File: src/sv/sine_cosine_table_interpolator_core_macros.svh
// ----------------------------------------------------------------------------
// Sine/cosine interpolator assertion macros
// Shared concurrent assertion shorthands for the interpolator core.
// ----------------------------------------------------------------------------
`ifndef SINE_COSINE_TABLE_INTERPOLATOR_CORE_MACROS_SVH
`define SINE_COSINE_TABLE_INTERPOLATOR_CORE_MACROS_SVH

// Same-cycle implication, checked only outside reset.
`define SCTI_ASSERT_IMPL(lbl, ante, cons) \
  lbl: assert property (@(posedge clk) disable iff (!rst_n) (ante) |-> (cons)) \
    else $error("scti assertion failed");

// Next-cycle implication, checked only outside reset.
`define SCTI_ASSERT_NEXT(lbl, ante, cons) \
  lbl: assert property (@(posedge clk) disable iff (!rst_n) (ante) |=> (cons)) \
    else $error("scti assertion failed");

// Next-cycle implication that is also checked while reset is applied.
`define SCTI_ASSERT_NEXT_ALWAYS(lbl, ante, cons) \
  lbl: assert property (@(posedge clk) (ante) |=> (cons)) \
    else $error("scti assertion failed");

`endif

File: src/sv/scti_pkg.sv
// ----------------------------------------------------------------------------
// Sine/cosine interpolator package
// Shared constants and the elaboration-time quarter-wave amplitude table.
// ----------------------------------------------------------------------------
`timescale 1ns / 1ps
`default_nettype none

package scti_pkg;

  localparam int PHASE_W           = 16;
  localparam int VALUE_W           = 16;
  localparam int STEP_W            = 8;
  localparam int QUARTER_LEN       = 65;
  localparam int IDX_W             = $clog2(QUARTER_LEN);
  localparam int AMP_W_MAX         = 21;
  localparam int DEF_FRAC_BITS     = 8;
  localparam int DEF_AMP_FRAC_BITS = 14;

  localparam logic [STEP_W-1:0] QUARTER_STEPS = 8'd64;
  localparam logic [STEP_W-1:0] HALF_STEPS    = 8'd128;
  localparam logic [STEP_W-1:0] Q2_LAST       = 8'd128;
  localparam logic [STEP_W-1:0] Q3_LAST       = 8'd192;
  localparam logic [STEP_W:0]   FULL_TURN     = 9'd256;

  localparam longint MICRO_SCALE = 64'd1000000;
  localparam longint HALF_MICRO  = 64'd500000;

  typedef logic [AMP_W_MAX-1:0] amp_table_t [QUARTER_LEN];

  // Quarter-wave sine in millionths, entries 0 through 64.
  function automatic logic [19:0] quarter_micro(input int idx);
    logic [19:0] m;
    case (idx)
      0:  m = 20'd0;       1:  m = 20'd24541;   2:  m = 20'd49068;   3:  m = 20'd73565;
      4:  m = 20'd98017;   5:  m = 20'd122411;  6:  m = 20'd146730;  7:  m = 20'd170962;
      8:  m = 20'd195090;  9:  m = 20'd219101;  10: m = 20'd242980;  11: m = 20'd266713;
      12: m = 20'd290285;  13: m = 20'd313682;  14: m = 20'd336890;  15: m = 20'd359895;
      16: m = 20'd382683;  17: m = 20'd405241;  18: m = 20'd427555;  19: m = 20'd449611;
      20: m = 20'd471397;  21: m = 20'd492898;  22: m = 20'd514103;  23: m = 20'd534998;
      24: m = 20'd555570;  25: m = 20'd575808;  26: m = 20'd595699;  27: m = 20'd615232;
      28: m = 20'd634393;  29: m = 20'd653173;  30: m = 20'd671559;  31: m = 20'd689541;
      32: m = 20'd707107;  33: m = 20'd724247;  34: m = 20'd740951;  35: m = 20'd757209;
      36: m = 20'd773010;  37: m = 20'd788346;  38: m = 20'd803208;  39: m = 20'd817585;
      40: m = 20'd831470;  41: m = 20'd844854;  42: m = 20'd857729;  43: m = 20'd870087;
      44: m = 20'd881921;  45: m = 20'd893224;  46: m = 20'd903989;  47: m = 20'd914210;
      48: m = 20'd923880;  49: m = 20'd932993;  50: m = 20'd941544;  51: m = 20'd949528;
      52: m = 20'd956940;  53: m = 20'd963776;  54: m = 20'd970031;  55: m = 20'd975702;
      56: m = 20'd980785;  57: m = 20'd985278;  58: m = 20'd989177;  59: m = 20'd992480;
      60: m = 20'd995185;  61: m = 20'd997290;  62: m = 20'd998795;  63: m = 20'd999699;
      64: m = 20'd1000000;
      default: m = 20'd0;
    endcase
    return m;
  endfunction

  // Scales each entry by 2^amp_bits and rounds half up; evaluated at elaboration.
  function automatic amp_table_t build_amp_table(input int amp_bits);
    amp_table_t tab;
    longint     m;
    longint     scaled;
    for (int i = 0; i < QUARTER_LEN; i++) begin
      m      = longint'(quarter_micro(i));
      scaled = (m <<< amp_bits) + HALF_MICRO;
      tab[i] = AMP_W_MAX'(scaled / MICRO_SCALE);
    end
    return tab;
  endfunction

endpackage

`default_nettype wire

File: src/sv/scti_phase_decode.sv
// ----------------------------------------------------------------------------
// Phase decode stage
// Splits the phase into table step and fraction and applies the cosine shift.
// ----------------------------------------------------------------------------
`timescale 1ns / 1ps
`default_nettype none

module scti_phase_decode
  import scti_pkg::*;
#(
  parameter int FRAC_BITS = DEF_FRAC_BITS,
  localparam int FW = (FRAC_BITS > 0) ? FRAC_BITS : 1
) (
  input  wire logic               clk,
  input  wire logic               rst_n,
  input  wire logic               adv,
  input  wire logic               in_valid,
  input  wire logic               in_cmd,
  input  wire logic [PHASE_W-1:0] in_phase,
  output logic                    v1_valid,
  output logic [STEP_W-1:0]       v1_step_a,
  output logic [STEP_W-1:0]       v1_step_b,
  output logic [FW-1:0]           v1_frac
);

  localparam logic [PHASE_W-1:0] FRAC_MASK = PHASE_W'((1 << FRAC_BITS) - 1);

  logic                       valid_r;
  logic [STEP_W-1:0]          step_a_r, step_a_nxt;
  logic [STEP_W-1:0]          step_b_r, step_b_nxt;
  logic [FW-1:0]              frac_r, frac_nxt;
  logic [PHASE_W+STEP_W-1:0]  ph_shift;
  logic [STEP_W-1:0]          step_raw;

  always_comb begin
    ph_shift   = {{STEP_W{1'b0}}, in_phase} >> FRAC_BITS;
    step_raw   = ph_shift[STEP_W-1:0];
    // Cosine is sine a quarter turn earlier; the 8-bit step wraps.
    step_a_nxt = in_cmd ? STEP_W'(step_raw - QUARTER_STEPS) : step_raw;
    step_b_nxt = STEP_W'(step_a_nxt + 1'b1);
    frac_nxt   = FW'(in_phase & FRAC_MASK);
  end

  always_ff @(posedge clk) begin
    if (!rst_n) begin
      valid_r <= 1'b0;
    end else if (adv) begin
      valid_r <= in_valid;
    end
  end

  always_ff @(posedge clk) begin
    if (adv) begin
      step_a_r <= step_a_nxt;
      step_b_r <= step_b_nxt;
      frac_r   <= frac_nxt;
    end
  end

  assign v1_valid  = valid_r;
  assign v1_step_a = step_a_r;
  assign v1_step_b = step_b_r;
  assign v1_frac   = frac_r;

endmodule

`default_nettype wire

File: src/sv/scti_quadrant_lookup.sv
// ----------------------------------------------------------------------------
// Quadrant lookup stage
// Reads both neighboring samples from the quarter-wave table with mirroring.
// ----------------------------------------------------------------------------
`timescale 1ns / 1ps
`default_nettype none

module scti_quadrant_lookup
  import scti_pkg::*;
#(
  parameter int FRAC_BITS     = DEF_FRAC_BITS,
  parameter int AMP_FRAC_BITS = DEF_AMP_FRAC_BITS,
  localparam int FW = (FRAC_BITS > 0) ? FRAC_BITS : 1,
  localparam int SW = AMP_FRAC_BITS + 2
) (
  input  wire logic              clk,
  input  wire logic              rst_n,
  input  wire logic              adv,
  input  wire logic              v1_valid,
  input  wire logic [STEP_W-1:0] v1_step_a,
  input  wire logic [STEP_W-1:0] v1_step_b,
  input  wire logic [FW-1:0]     v1_frac,
  output logic                   v2_valid,
  output logic signed [SW-1:0]   v2_s1,
  output logic signed [SW-1:0]   v2_s2,
  output logic [FW-1:0]          v2_frac
);

  localparam int         AW      = AMP_FRAC_BITS + 1;
  localparam amp_table_t AMP_TAB = build_amp_table(AMP_FRAC_BITS);

  logic                 valid_r;
  logic signed [SW-1:0] s1_r, s1_nxt;
  logic signed [SW-1:0] s2_r, s2_nxt;
  logic [FW-1:0]        frac_r;

  // Mirrors the step into the first quadrant and negates the lower half-wave.
  function automatic logic signed [SW-1:0] wave_at(input logic [STEP_W-1:0] step);
    logic [STEP_W-1:0] folded;
    logic              neg;
    logic [AW-1:0]     mag;
    logic [IDX_W-1:0]  idx;
    folded = step;
    neg    = 1'b0;
    case (step) inside
      [8'd0 : QUARTER_STEPS]: begin
        folded = step;
      end
      [QUARTER_STEPS + 8'd1 : Q2_LAST]: begin
        folded = STEP_W'(HALF_STEPS - step);
      end
      [Q2_LAST + 8'd1 : Q3_LAST]: begin
        folded = STEP_W'(step - HALF_STEPS);
        neg    = 1'b1;
      end
      default: begin
        folded = STEP_W'(FULL_TURN - {1'b0, step});
        neg    = 1'b1;
      end
    endcase
    idx = folded[IDX_W-1:0];
    mag = AMP_TAB[idx][AW-1:0];
    return neg ? -$signed({1'b0, mag}) : $signed({1'b0, mag});
  endfunction

  always_comb begin
    s1_nxt = wave_at(v1_step_a);
    s2_nxt = wave_at(v1_step_b);
  end

  always_ff @(posedge clk) begin
    if (!rst_n) begin
      valid_r <= 1'b0;
    end else if (adv) begin
      valid_r <= v1_valid;
    end
  end

  always_ff @(posedge clk) begin
    if (adv) begin
      s1_r   <= s1_nxt;
      s2_r   <= s2_nxt;
      frac_r <= v1_frac;
    end
  end

  assign v2_valid = valid_r;
  assign v2_s1    = s1_r;
  assign v2_s2    = s2_r;
  assign v2_frac  = frac_r;

endmodule

`default_nettype wire

File: src/sv/scti_interp.sv
// ----------------------------------------------------------------------------
// Linear interpolation stages
// Difference, fraction multiply, and flooring shift-add into the output register.
// ----------------------------------------------------------------------------
`timescale 1ns / 1ps
`default_nettype none

module scti_interp
  import scti_pkg::*;
#(
  parameter int FRAC_BITS     = DEF_FRAC_BITS,
  parameter int AMP_FRAC_BITS = DEF_AMP_FRAC_BITS,
  localparam int FW = (FRAC_BITS > 0) ? FRAC_BITS : 1,
  localparam int SW = AMP_FRAC_BITS + 2
) (
  input  wire logic               clk,
  input  wire logic               rst_n,
  input  wire logic               adv,
  input  wire logic               v2_valid,
  input  wire logic signed [SW-1:0] v2_s1,
  input  wire logic signed [SW-1:0] v2_s2,
  input  wire logic [FW-1:0]      v2_frac,
  output logic                    out_valid,
  output logic [VALUE_W-1:0]      out_value
);

  localparam int DW = SW + 1;
  localparam int PW = FW + 1 + DW;
  localparam int XW = (PW > VALUE_W) ? PW : VALUE_W;

  // Stage 3: difference of neighbors.
  logic                 v3_valid_r;
  logic signed [DW-1:0] diff_r, diff_nxt;
  logic signed [SW-1:0] s1_d3_r;
  logic [FW-1:0]        frac_d3_r;

  // Stage 4: fraction times difference.
  logic                 v4_valid_r;
  logic signed [PW-1:0] prod_r, prod_nxt;
  logic signed [SW-1:0] s1_d4_r;

  // Stage 5: output register.
  logic                 v5_valid_r;
  logic signed [XW-1:0] sum_nxt;
  logic [VALUE_W-1:0]   value_r;

  always_comb begin
    diff_nxt = DW'(v2_s2) - DW'(v2_s1);
    prod_nxt = PW'($signed({1'b0, frac_d3_r})) * PW'(diff_r);
    // Arithmetic shift of the exact product floors toward minus infinity.
    sum_nxt  = XW'(s1_d4_r) + XW'(prod_r >>> FRAC_BITS);
  end

  always_ff @(posedge clk) begin
    if (!rst_n) begin
      v3_valid_r <= 1'b0;
      v4_valid_r <= 1'b0;
      v5_valid_r <= 1'b0;
    end else if (adv) begin
      v3_valid_r <= v2_valid;
      v4_valid_r <= v3_valid_r;
      v5_valid_r <= v4_valid_r;
    end
  end

  always_ff @(posedge clk) begin
    if (adv) begin
      diff_r    <= diff_nxt;
      s1_d3_r   <= v2_s1;
      frac_d3_r <= v2_frac;
      prod_r    <= prod_nxt;
      s1_d4_r   <= s1_d3_r;
      value_r   <= sum_nxt[VALUE_W-1:0];
    end
  end

  assign out_valid = v5_valid_r;
  assign out_value = value_r;

endmodule

`default_nettype wire

File: src/sv/sine_cosine_table_interpolator_core.sv
// Stages: decode, lookup, difference, product and output register, in that order.
// Throughput: one item per cycle unless the output stalls; the five-stage pipeline advances as a whole.
// A stalled output register freezes every stage; in_ready follows out_ready then.
// Reset: synchronous, active low; clears all stage valid bits, payload is not reset.
// ----------------------------------------------------------------------------
// Sine/cosine table interpolator core
// Quarter-wave table sine and cosine with linear interpolation between steps.
// ----------------------------------------------------------------------------
`timescale 1ns / 1ps
`default_nettype none
`include "sine_cosine_table_interpolator_core_macros.svh"

module sine_cosine_table_interpolator_core
  import scti_pkg::*;
#(
  parameter int FRAC_BITS     = DEF_FRAC_BITS,
  parameter int AMP_FRAC_BITS = DEF_AMP_FRAC_BITS
) (
  input  wire logic               clk,
  input  wire logic               rst_n,
  input  wire logic               in_valid,
  output logic                    in_ready,
  input  wire logic               in_cmd,
  input  wire logic [PHASE_W-1:0] in_phase,
  output logic                    out_valid,
  input  wire logic               out_ready,
  output logic [VALUE_W-1:0]      out_value
);

  localparam int FW = (FRAC_BITS > 0) ? FRAC_BITS : 1;
  localparam int SW = AMP_FRAC_BITS + 2;

  // The whole pipeline moves forward whenever the output register is empty or
  // its result is transferred in this cycle. Every stage shares this enable,
  // so a stall holds each item in place and nothing is dropped or repeated.
  logic adv;

  logic                 v1_valid;
  logic [STEP_W-1:0]    v1_step_a;
  logic [STEP_W-1:0]    v1_step_b;
  logic [FW-1:0]        v1_frac;

  logic                 v2_valid;
  logic signed [SW-1:0] v2_s1;
  logic signed [SW-1:0] v2_s2;
  logic [FW-1:0]        v2_frac;

  assign adv      = !out_valid || out_ready;
  assign in_ready = adv;

  // Stage 1: step and fraction extraction, cosine quarter-turn shift, and
  // the following step for interpolation (step 255 wraps to step 0).
  scti_phase_decode #(
    .FRAC_BITS (FRAC_BITS)
  ) u_decode (
    .clk       (clk),
    .rst_n     (rst_n),
    .adv       (adv),
    .in_valid  (in_valid),
    .in_cmd    (in_cmd),
    .in_phase  (in_phase),
    .v1_valid  (v1_valid),
    .v1_step_a (v1_step_a),
    .v1_step_b (v1_step_b),
    .v1_frac   (v1_frac)
  );

  // Stage 2: two reads of the 65-entry constant table with quadrant folding.
  scti_quadrant_lookup #(
    .FRAC_BITS     (FRAC_BITS),
    .AMP_FRAC_BITS (AMP_FRAC_BITS)
  ) u_lookup (
    .clk       (clk),
    .rst_n     (rst_n),
    .adv       (adv),
    .v1_valid  (v1_valid),
    .v1_step_a (v1_step_a),
    .v1_step_b (v1_step_b),
    .v1_frac   (v1_frac),
    .v2_valid  (v2_valid),
    .v2_s1     (v2_s1),
    .v2_s2     (v2_s2),
    .v2_frac   (v2_frac)
  );

  // Stages 3 to 5: difference, one narrow multiply, then the flooring shift
  // and add that lands in the output register.
  scti_interp #(
    .FRAC_BITS     (FRAC_BITS),
    .AMP_FRAC_BITS (AMP_FRAC_BITS)
  ) u_interp (
    .clk       (clk),
    .rst_n     (rst_n),
    .adv       (adv),
    .v2_valid  (v2_valid),
    .v2_s1     (v2_s1),
    .v2_s2     (v2_s2),
    .v2_frac   (v2_frac),
    .out_valid (out_valid),
    .out_value (out_value)
  );

  // While the pipeline is frozen, no stage may gain or lose an item.
  `SCTI_ASSERT_NEXT(a_stall_holds_valids, !adv, $stable({v1_valid, v2_valid, out_valid}))

  // Reset empties the pipeline, including the output register.
  `SCTI_ASSERT_NEXT_ALWAYS(a_reset_empties, !rst_n, !out_valid && !v1_valid && !v2_valid)

  // When the amplitude fits the output word, every result stays within unit scale.
  `SCTI_ASSERT_IMPL(a_value_in_range, out_valid && (AMP_FRAC_BITS <= 14), (int'($signed(out_value)) <= (1 << AMP_FRAC_BITS)) && (int'($signed(out_value)) >= -(1 << AMP_FRAC_BITS)))

endmodule

`default_nettype wire

File: config.mk
export PLATFORM = sky130hd
export DESIGN_NAME = sine_cosine_table_interpolator_core
export DESIGN_NICKNAME = d
export VERILOG_FILES = /design/src/sv/scti_pkg.sv /design/src/sv/scti_phase_decode.sv /design/src/sv/scti_quadrant_lookup.sv /design/src/sv/scti_interp.sv /design/src/sv/sine_cosine_table_interpolator_core.sv
export VERILOG_INCLUDE_DIRS = /design/src /design/src/sv
export SDC_FILE = /design/constraint.sdc
export NUM_CORES = 1
export LEC_CHECK = 0
export BUFFER_PORTS_ARGS = -buffer_cell sky130_fd_sc_hd__buf_2
export CAP_MARGIN = 5
export CORE_UTILIZATION = 65
export DETAILED_ROUTE_END_ITERATION = 12
export GPL_TIMING_DRIVEN = 0
export PLACE_DENSITY = 0.82
export SLEW_MARGIN = 25
export SYNTH_ARGS = -nofsm -noshare
export SYNTH_HDL_FRONTEND = slang
export SYNTH_HIERARCHICAL = 1
export SYNTH_SLANG_ARGS = --single-unit
File: constraint.sdc
create_clock -name clk -period 6.6 [get_ports clk]
set_input_delay 0.66 -clock clk [delete_from_list [all_inputs] [get_ports clk]]
set_output_delay 0.66 -clock clk [all_outputs]
set_load 0.03 [all_outputs]
# Word level (Yosys, flattened, before mapping)
# Memory sizes are Yosys's and may differ from the RTL's.
# Cells that the tools add are included.
# totals
out_inout_bits,18
n_memories,2
romBits,5376
register_bits,166
elab_cells,75
input_bits,21
# memory_table
name,depth,word_bits,rd,rd_ports_with_merged_regs,wr,line,rtl
(name not given),128,21,1,0,0,scti_quadrant_lookup.sv:62,mag = AMP_TAB[idx][AW-1:0];
(name not given),128,21,1,0,0,scti_quadrant_lookup.sv:62,
# classes
n_bitwise,2
n_lt_le_gt_ge,14
addsub,12
n_mux,17
reduce_logical,8
multipliers,1
# op_table
operator,n
15-bit 2-to-1 mux,6
7-bit 2-to-1 mux,6
8-bit greater-or-equal comparator (second input constant),4
8-bit <= comparator (second input constant),4
15-bit negation with 16-bit output,2
1-bit by 7-bit subtractor with 7-bit output (first input constant),4
9-bit by 17-bit multiplier with 24-bit output,1
16-bit by 16-bit subtractor with 17-bit output,1
16-bit adder,1
8-bit by 1-bit greater-or-equal comparator with 1-bit output (second input constant),2
8-bit by 7-bit greater-or-equal comparator with 1-bit output (second input constant),2
8-bit by 7-bit <= comparator with 1-bit output (second input constant),2
7-bit NOT with 8-bit output,2
7-bit by 1-bit subtractor with 7-bit output (second input constant),2
8-bit by 1-bit adder with 8-bit output (second input constant),1
8-bit 2-to-1 mux,1
8-bit by 7-bit subtractor with 8-bit output (second input constant),1
1-bit logical AND,6
1-bit 2-to-1 mux,4
1-bit logical NOT,1
1-bit logical OR,1

# Depth between registers and ports, before layout
# logic_depth
ltp_word,11
depth_mapped,22
depth_no_buf,19

# Hierarchy
# Netlist, hierarchy kept.
# modules_own_cells
mod,area_per_inst_um2,cells_each,seq_area_each_um2,instances
scti_interp,8670.8,826,2732.6,1
scti_quadrant_lookup,6113.4,776,1221.2,1
scti_phase_decode,902.1,47,740.7,1
sine_cosine_table_interpolator_core,6.3,1,0.0,1

# Worst setup path before layout
# Ideal clock, no wire load.
# synth_timing
kind,input -> output
from,input port out_ready
to,output port in_ready
required_time_ps,5940
arrival_ps,4721
path_slack_ps,1219
stages,1
n_path_buf,0
cell_sequence,nand2b_1
# synth_between
elab_chain_cells,1
# synth_lines
element,line,rtl
from (decl),sine_cosine_table_interpolator_core.sv:26,"input wire logic out_ready,"
1-bit logical OR,sine_cosine_table_interpolator_core.sv:48,assign adv = !out_valid || out_ready;
to (decl),sine_cosine_table_interpolator_core.sv:22,"output logic in_ready,"
# Every way passes these cells.

# Worst setup path after layout
# layout_timing
from,register u_decode.step_a_r[0] (netlist: u_decode/v1_step_a[0])
to,register u_lookup.s1_r[12] (netlist: u_lookup/v2_s1[12]) (data pin)
# layout_between
elab_chain_cells,11
# layout_lines
element,line,rtl
from (decl),scti_phase_decode.sv:29,"logic [STEP_W-1:0] step_a_r, step_a_nxt;"
from (signal assigned),scti_phase_decode.sv:54,step_a_r <= step_a_nxt;
8-bit greater-or-equal comparator (not written as such) / 8-bit <= comparator (equally long branches),scti_quadrant_lookup.sv:67,s1_nxt = wave_at(v1_step_a);
1-bit logical AND (not written as such),scti_quadrant_lookup.sv:67,
7-bit 2-to-1 mux (3 in a row),scti_quadrant_lookup.sv:45,case (step) inside
7-bit NOT with 8-bit output (not written as such),scti_quadrant_lookup.sv:62,
memory read 128 x 21 bit,--,
15-bit 2-to-1 mux (not written as such) (2 in a row),scti_quadrant_lookup.sv:62,
15-bit negation with 16-bit output,scti_quadrant_lookup.sv:63,"return neg ? -$signed({1'b0, mag}) : $signed({1'b0, mag});"
15-bit 2-to-1 mux (*),scti_quadrant_lookup.sv:63,
named net u_lookup.s1_nxt[12],scti_quadrant_lookup.sv:33,"logic signed [SW-1:0] s1_r, s1_nxt;"
to (signal assigned),scti_quadrant_lookup.sv:81,s1_r <= s1_nxt;
to (decl),scti_quadrant_lookup.sv:33,
# Mark *: on every way through the listed nets, which the timed path passes. The rest lies on a longest branch. The select of a mux whose other input is x is not followed.
# A chain may end at the register's enable or synchronous reset.

==> results by group <==
Synthesis
  – Ys flop type: edfxtp_1
  – Commonest cells post-synth: inv_1 (199), edfxtp_1 (153), nand2_1 (146)
  – Most frequent cell after synthesis: inv_1
  – Top cell type's share of synthesized area: 0.293
  – Seq/Total Area, Yosys: 0.299
  – Syn Inst Count: 1650
  – Unique masters post-synth: approximately 100
  – Biggest area consumer among synthesized cells: edfxtp_1
  – Yosys reg bits: around 160
  – Synth Cell Area: 0.0157 mm2
  – Synth async-reset ratio: 0
  – Syn nets: roughly 1900
  – Ys Warns: 6
  – Syn_area_per_cell: 9.51 um2
  – Count of flip-flops with a built-in enable after synthesis: 153
  – Synth top area cells: edfxtp_1 (29%), fa_1 (13%), ha_1 (8.4%)

Timing
  – Max-slew violations: 0
  – Part of the cycle the worst path needs: 0.946
  – Final number of hold-violating endpoints: 0
  – Clock skew: 18.2 ps
  – WHS: around 400 ps
  – # setup viols final: 0
  – Unrepaired setup endpoints after global routing: false
  – Final setup margin: 356 ps
  – Relative slew margins: 0.284
  – FMAX: 0.160 GHz
  – Tightest Pin Transition: 1070 ps
  – Period minus WS final: 6240 ps

Clock network
  – CTS root buffer: clkbuf_16
  – Clock Tree Buf Depth: 2
  – CTS tree: yes
  – Clock Sink Count: 158
  – Htree depth: 4
  – Clock transition at path regs: 70 ps
  – Post-CTS Hold Buffers: 0
  – Clk_lat worst skew: about 440 ps
  – Num CTS Buffers: 17

Drt
  – DRC viols: 0
  – Drt total wl: 44900 um
  – DR pass1 iterations: 8
  – DR vias: 13600
  – Post-DRT Antenna Nets: 0
  – Vias per inst: 6.65
  – First DRT Iteration DRCs: 1691
  – Routed wire per std cell: 22.0 um

Worst setup path
  – Worst Setup SP: u_decode/v1_step_a[0]
  – Reg-to-Reg End: u_lookup/v2_s1[12]
  – Worst r2r src: u_decode/v1_step_a[0]
  – CP Capture Type: register
  – Worst Path Class, Setup: reg2reg
  – Worst-path fanout max: 10
  – Setup crit start kind: register
  – Critical Path AT: between 6000 and 7000 ps
  – Crit path to: u_lookup/v2_s1[12]
  – R2R depth: 21
  – R2R Setup Slk: 360 ps
  – CP required: 6780 ps

Placement
  – Dpl hpwl: 32900 um
  – GP Congestion: 0.980
  – Port bufs: 38
  – Place WS: -99.5 ps

Floorplanning
  – I/O pins: 39
  – Rows: 56
  – Chip height: 157 um
  – Starting Density: 0.667
  – Die width: 157 um
  – Core area: 0.0235 mm2
  – Area of the die: 0.0248 mm2

Final layout
  – Util after Layout: 0.722
  – Area Overhead vs Synth: 8.33%
  – Diodes inserted: 0
  – Fill count: about 1600
  – Nets: 1942
  – Share of post-route cells with drive strength above 1: 0.0945

Min path
  – Hold Path Class: in2reg

GRT
  – Vias in the first global route: between 10000 and 15000
  – GRT Total Usage: 0.374
  – Remaining Overflow, GRT: 0
  – Largest net degree at the start of global routing: 56
  – First-pass GRT wire length: 70700 um
  – Initial antenna violation count: 0

Run status
  – Status: complete, no violations

Run
  – Max-cap violations: 0
-- layout make-up --
| type | count | area, um2 | area share |
|---|---|---|---|
| clock inverter | 15 | 185 | 0.0109 |
| multi-input combinational | 1211 | 9890 | 0.582 |
| tap | 319 | 399 | 0.0235 |
| buffer | 77 | 360 | 0.0212 |
| clock buffer | 17 | 425 | 0.0250 |
| timing repair buffer | 44 | 280 | 0.0165 |
| inverter | 203 | 766 | 0.0450 |
| sequential | 158 | 4690 | 0.276 |
-- routing by layer --
layer	wire length, um	share of wire	global-route usage	vias up
met1	16900	0.38	0.454	6513
met3	3820	0.085	0.0677	200
li1	-	-	-	6018
met5	0	0	0	-
met2	21700	0.48	0.625	855
met4	2500	0.056	0.215	0
-- cell usage in the layout, fill, tap and decap left out, drive strengths merged, types with 7 or more instances in the layout --
cell      n
inv     210
edfxtp  153
nand2   146
ha      105
fa      104
a21oi    82
buf      82
nor2     81
o21ai    77
and2     74
clkbuf   56
nand3    45
xnor2    45
nor3     31
xor2     30
o211ai   28
a31oi    24
a211oi   23
mux2i    22
a21o     19
o21a     18
nor2b    17
nor4     14
and3     13
nand4    12
o221ai   12
o31ai    12
o22ai    11
nand2b   11
o31a      9
a311oi    9
a211o     8
nor3b     8
a41oi     7
-- how the worst min path moves through the flow --
stage	from	to	slack (ps)	depth (start not counted)
after global routing	in_phase[3]	u_decode/v1_frac[3]	390	1
after floorplan	u_lookup/v2_frac[0]	u_interp/frac_d3_r[0]	400	0
after detailed placement	u_lookup/v2_frac[6]	u_interp/frac_d3_r[6]	400	0
after global placement	u_interp/s1_d3_r[15]	u_interp/s1_d4_r[15]	400	0
final	in_phase[3]	u_decode/v1_frac[3]	400	1
after CTS	in_phase[3]	u_decode/v1_frac[3]	390	1
-- registers in the layout (all words and copies together) (netlist names) --
name                 flops
u_decode/v1_valid        1
u_interp/prod_r         16
u_lookup/v2_frac         8
u_interp/out_value      16
u_interp/s1_d4_r        16
u_interp/v3_valid_r      1
u_lookup/v2_valid        1
u_interp/v4_valid_r      1
u_interp/s1_d3_r        16
u_interp/diff_r         17
u_interp/out_valid       1
u_decode/v1_frac         8
u_decode/v1_step_a       8
u_lookup/v2_s1          16
u_decode/v1_step_b       8
u_lookup/v2_s2          16
u_interp/frac_d3_r       8
-- repair_timing --
action,4_1_cts,5_1_grt
buffers inserted,0,3
setup endpoints to repair,6,11
endpoints found under the hold margin,0,0
pin swaps,0,0
resized for setup,1,2
-- per-stage QoR --
step | instances | setup TNS (ps) | instance area [um2]
global placement | 2007 | -781 | 16300
floorplan | 1650 | 0 | 15700
CTS | 2042 | 0 | 17000
global route | 2044 | 0 | 17000
finish | 2044 | 0 | 17000
detailed placement | 2010 | -314 | 16400
-- cell families after synthesis --
group | after synthesis | share of synthesized area
mux | 28 | 0.0183
flops | 158 | 0.299
buf+inv | 281 | 0.0717
fa+ha+maj | 209 | 0.216
compound gates | 415 | 0.187
xor+xnor | 76 | 0.0447
simple gates | 483 | 0.163
-- critical path, cell delays in order (launching register included) --
cell	delay [ps]
edfxtp_1	420
clkbuf_2	350
clkinvlp_4	340
ha_1	280
buf_4	180
nor2b_1	210
o211ai_1	430
a21o_1	250
nand2_1	330
inv_1	380
ha_1	490
mux2_2	240
o211ai_1	80
a21o_1	190
o211ai_1	140
a2bb2oi_1	130
a2bb2oi_1	380
ha_1	260
o21ai_0	180
nor4_4	340
a41oi_1	200
xnor2_1	180
Power is left out: the tool's default activity adds up to more than one toggle a clock period on the data nets, which glitch-free logic cannot reach.
